==> config.mk <==
export PLATFORM = sky130hd
export DESIGN_NAME = stib_cmp
export DESIGN_NICKNAME = d
export VERILOG_FILES = /design/src/rtl/core/sorted_table_insert_and_bounds_core_macros.svh /design/src/rtl/core/stib_pkg.sv /design/src/rtl/core/stib_cmp.sv
export SDC_FILE = /design/constraint.sdc
export NUM_CORES = 1
export LEC_CHECK = 0
export ABC_AREA = 1
export BUFFER_PORTS_ARGS = -buffer_cell sky130_fd_sc_hd__buf_2
export CAP_MARGIN = 20
export CORE_AREA = 2 2 54 56
export DETAILED_ROUTE_END_ITERATION = 10
export DIE_AREA = 0 0 56 58
export GPL_ROUTABILITY_DRIVEN = 0
export GPL_TIMING_DRIVEN = 1
export PLACE_DENSITY_LB_ADDON = 0.15
export SETUP_SLACK_MARGIN = 0.2
export SLEW_MARGIN = 0
export SYNTH_ARGS = -nofsm -noshare
export SYNTH_HDL_FRONTEND = slang
export SYNTH_SLANG_ARGS = --single-unit
==> constraint.sdc <==
create_clock -name vclk -period 1.8
set_clock_uncertainty 0.1 [all_clocks]
set_input_delay 0.18 -clock vclk [all_inputs]
set_output_delay 0.18 -clock vclk [all_outputs]
set_load 0.005 [all_outputs]
==> src/rtl/core/sorted_table_insert_and_bounds_core_macros.svh <==
// ----------------------------------------------------------------------------
// sorted table core assertion macros
// shared concurrent assertion forms for the sorted table core
// ----------------------------------------------------------------------------
`ifndef SORTED_TABLE_INSERT_AND_BOUNDS_CORE_MACROS_SVH
`define SORTED_TABLE_INSERT_AND_BOUNDS_CORE_MACROS_SVH

// same-cycle implication, checked outside reset
`define STIB_ASSERT_IMP(lbl, clk, rst_n, ante, cons, msg) \
    lbl: assert property (@(posedge clk) disable iff (!rst_n) (ante) |-> (cons)) \
        else $error(msg);

// next-cycle implication, checked outside reset
`define STIB_ASSERT_NXT(lbl, clk, rst_n, ante, cons, msg) \
    lbl: assert property (@(posedge clk) disable iff (!rst_n) (ante) |=> (cons)) \
        else $error(msg);

`endif

==> src/rtl/core/stib_pkg.sv <==
// ----------------------------------------------------------------------------
// stib_pkg
// shared constants and types of the sorted table core
// ----------------------------------------------------------------------------
`timescale 1ns / 1ps

package stib_pkg;

    localparam int DEPTH   = 256;
    localparam int ADDR_W  = (DEPTH > 1) ? $clog2(DEPTH) : 1;
    localparam int CNT_W   = $clog2(DEPTH + 1);
    localparam int DATA_W  = 32;
    localparam int MODE_W  = 2;
    localparam int POS_W   = 9;

    typedef enum logic [MODE_W-1:0] {
        MODE_INSERT = 2'd0,
        MODE_LOWER  = 2'd1,
        MODE_UPPER  = 2'd2
    } t_mode;

    typedef logic [MODE_W-1:0]        t_mode_field;
    typedef logic signed [DATA_W-1:0] t_key;
    typedef logic [POS_W-1:0]         t_pos;

endpackage

==> src/rtl/core/stib_cmp.sv <==
// ----------------------------------------------------------------------------
// stib_cmp
// shared signed compare unit for the binary search steps
// ----------------------------------------------------------------------------
`timescale 1ns / 1ps

module stib_cmp (
    input  stib_pkg::t_key i_entry,
    input  stib_pkg::t_key i_key,
    input  logic           i_strict,
    output logic           o_go_right
);
    import stib_pkg::*;

    logic lt;
    logic eq;

    assign lt = (i_entry < i_key);
    assign eq = (i_entry == i_key);

    // strict: entry <= key moves right (upper bound), else entry < key
    assign o_go_right = lt | (i_strict & eq);

endmodule

# --- After elaboration in Yosys (flattened, before gate mapping) ---
# Index checks and enable logic that the tools add are counted.
# W data, S select, Z words.
op_classes:
  eq_ne: 1
  magnitude_cmp: 1
  n_bitwise: 2
op_table:
  columns: ["operator", "count"]
  rows:
  - ["$eq A32 B32 Y1", 1]
  - ["$lt A32 B32 Y1", 1]
  - ["$and A1 B1 Y1", 1]
  - ["$or A1 B1 Y1", 1]
word_totals:
  input_bits: 65
  elab_cells: 4
  out_inout_bits: 1
  register_bits: 0

# --- Longest topological paths before layout ---
logic_depth:
  depth_word: 3
  mapped_depth: 15
  mapped_depth_nobuf: 15

# --- Worst setup path after synthesis ---
# No wires, ideal clock.
synth_timing:
  path_kind: "in2out"
  start: "input port i_key[31]"
  end: "output port o_go_right"
  required_ps: 1520
  path_slack_ps: 407
  cell_stages: 9
  path_buffers: 0
  arrival_time_ps: 1113
  path_cell_list: "inv_1 -> ha_1 -> a21oi_1 -> o21a_1 -> nand2_1 -> a21oi_2 -> nand2_1 -> nand2_1 -> nand3_1"
synth_via:
  elab_chain_len: 3
  elab_cells_between_ends: 4
  classes_between: "order compare: 1; eq/ne: 1; bitwise: 2"
synth_lines:
  columns: ["element", "line_no", "rtl"]
  rows:
  - ["from (decl)", "stib_cmp.sv:9", "input stib_pkg::t_key i_key,"]
  - ["branches (longest 2 deep; another with $lt A32 B32 Y1)", null, null]
  - ["$or A1 B1 Y1 *", "stib_cmp.sv:22", "assign o_go_right = lt | (i_strict & eq);"]
  - ["to (decl)", "stib_cmp.sv:11", "output logic o_go_right"]
# Mark *: on every way between the ends.

# --- Final worst setup path ---
# Same ends and word-level chain as after synthesis.

==> flow_summary.yaml <==
outcome:
  status: "finished, final reports clean"
clock_network:
  postCtsHoldBufs: 0
power:
  power.density_mw_per_mm2: 226
  leakagePower_nw: 0.912
  total_power_uw: 369
  power.internal_uw: 198
  p_sw_share_pct: 46.4
  power_switching_uw: 171
  p_clk_share_pct: 0
  seq_power_share_pct: 0
  comb_power_share_pct: 100.0
  ir_drop_mv: 0.126
critical_path:
  path_cells: "buf_2 -> inv_1 -> ha_4 -> a21oi_1 -> o21a_1 -> nand2_1 -> a21oi_2 -> nand2_1 -> nand2_1 -> nand3_1 -> buf_2"
  startpoint: "i_key[31]"
  setup.worst_path.class: "input port to output port"
  critPathMostFrequentCell: "nand2_1"
  critPathRequiredTime_ns: 1.52
  critPathMaxFanout: 4
  cp-end-kind: "output port"
  critPathTopFamily: "compound AO/OA/AOI/OAI gates"
  cp_num_buf_inv: 3
  crit_slowest_cell: "ha_4"
  cp_data_arrival_time_ns: 1.33
  crit_path_start_kind: "input port"
  cp_slowest_stage_delay_ns: 0.21
  cp.depth: 11
  crit_path_end: "o_go_right"
yosys:
  synth_warnings: 0
  yosysMostFrequentCell: "inv_1"
  synthesis.nets: 242
  ys_types: 16
  synth_top_area_share_pct: 45.1
  synthTopCellsByArea: "ha_1, inv_1, nand2_1"
  yosysSeqAreaShare_pct: 0
  synthesis.area_um2: 888
  syn_avg_cell_area_um2: 6.13
  synth_top_area_cell: "ha_1"
  syn_inst: 145
  synth_common_cells: "inv_1, nand2_1, ha_1"
route:
  wl_per_cell_um: 10.1
  viasPerCell: 4.55
  dr.first_iter.drc_count: 9
  drtAntennaViolNets: 0
  drc: 0
  firstDrtPassIters: 4
  drt-total-wl_mm: 2.46
  num_vias: 1111
die:
  fp.dieH_um: 58
  start_util_pct: 33.4
  fp.coreArea_mm2: 0.00266
  boundaryPins: 66
  die_area_mm2: 0.00325
  die_x_um: 56
  rows: 19
sta:
  worstMarginPinSlew_ns: 0.158
  rsz0062_at_grt: "true"
  max_freq_mhz: 620
  maxSlewHeadroom_pct: 89.4
  finalSetupTns_ns: 0
  setup_violations: 0
  finalWorstSetupSlack_ns: 0.188
  slew_violations: 0
  min_period_over_period_pct: 89.5
  period_minus_slack_ns: 1.61
  finalHoldViolCount: 0
cells_and_area:
  diodes: 0
  fillers: 275
  synthToLayoutAreaGrowth_pct: 83.8
  drive_gt1_share_pct: 61.0
  clkbuf_count: 0
  regArea_um2: 0
  n_sequential_cell: 0
  nets: 312
placement:
  io_buffers: 66
  dp_hpwl_mm: 1.82
  pre_cts_ws_ns: 0.117
grt:
  first_global_vias: 1120
  grtUsageTotal_pct: 15.0
  grt_start_max_net_pins: 5
  antenna_found_initial: 0
  overflow: 0
  grt_pass1_wl_mm: 4.12
job:
  max_cap_violations: 0
min_path:
  hold_path.class: "input port to output port"
==> metrics by stage <==
| step | cell area, um^2 | instances | hold slack, ns | utilization (%) |
|---|---|---|---|---|
| after detailed placement | 1260 | 242 | 0.754 | 47.2 |
| after global placement | 1260 | 242 | 0.757 | 47.2 |
| final | 1630 | 244 | 0.760 | 61.3 |
| after global routing | 1630 | 244 | 0.822 | 61.3 |
| after floorplan | 888 | 145 | 0.504 | - |
| after CTS | 1570 | 244 | 0.753 | 59.1 |
==> kinds of logic (layout without fill, tap and decap cells) <==
group,after synthesis,count (layout),synth area share (%)
adders and majority gates,32,32,45.1
buffers and inverters,42,110,17.7
and+or+nand+nor,52,52,25.2
AOI/OAI and AO/OA,19,19,12.0
==> timing repair <==
action | in CTS | in global routing
pin swaps | 29 | 17
setup endpoints to repair | 1 | 1
buffers inserted | 2 | 0
gates resized for setup | 52 | 21
==> layout by cell type, fill, tap and decap left out, types with 4 or more instances in the layout <==
cell / n
nand3_1: 4
inv_1: 23
buf_6: 9
a21oi_1: 7
ha_1: 15
a21oi_2: 7
nand2_1: 24
inv_2: 15
nand2_2: 11
ha_4: 17
buf_2: 56
nor2_2: 4
==> power groups by stage <==
stage	sequential (mW)	combinational [mW]	clock (mW)
2_1_floorplan	0	0.148	0
3_3_place_gp	0	0.240	0
3_5_place_dp	0	0.250	0
4_1_cts	0	0.337	0
5_1_grt	0	0.420	0
6_report	0	0.369	0
==> worst min-delay path by stage <==
stage	start	to	slack (ns)	cells after the start
6_report	i_strict	o_go_right	0.76	6
3_5_place_dp	i_strict	o_go_right	0.75	6
4_1_cts	i_strict	o_go_right	0.75	6
5_1_grt	i_strict	o_go_right	0.82	6
2_1_floorplan	i_strict	o_go_right	0.50	4
3_3_place_gp	i_strict	o_go_right	0.76	6
==> area by class of cell <==
type,count,area [um^2],area share (%)
multi-input combinational,103,1020,62.2
timing repair buffer,68,412,25.2
inverter,42,166,10.2
tap,31,38.8,2.38
==> routing by layer <==
layer | track usage [%] | vias up | part of all wire (%)
li1 | - | 591 | -
met4 | 0.680 | 0 | 0.37
met5 | 0 | - | 0
met1 | 15.2 | 484 | 35
met3 | 0.893 | 2 | 5.2
met2 | 33.9 | 34 | 59
Note: power is estimated with default switching activity, not from simulation.
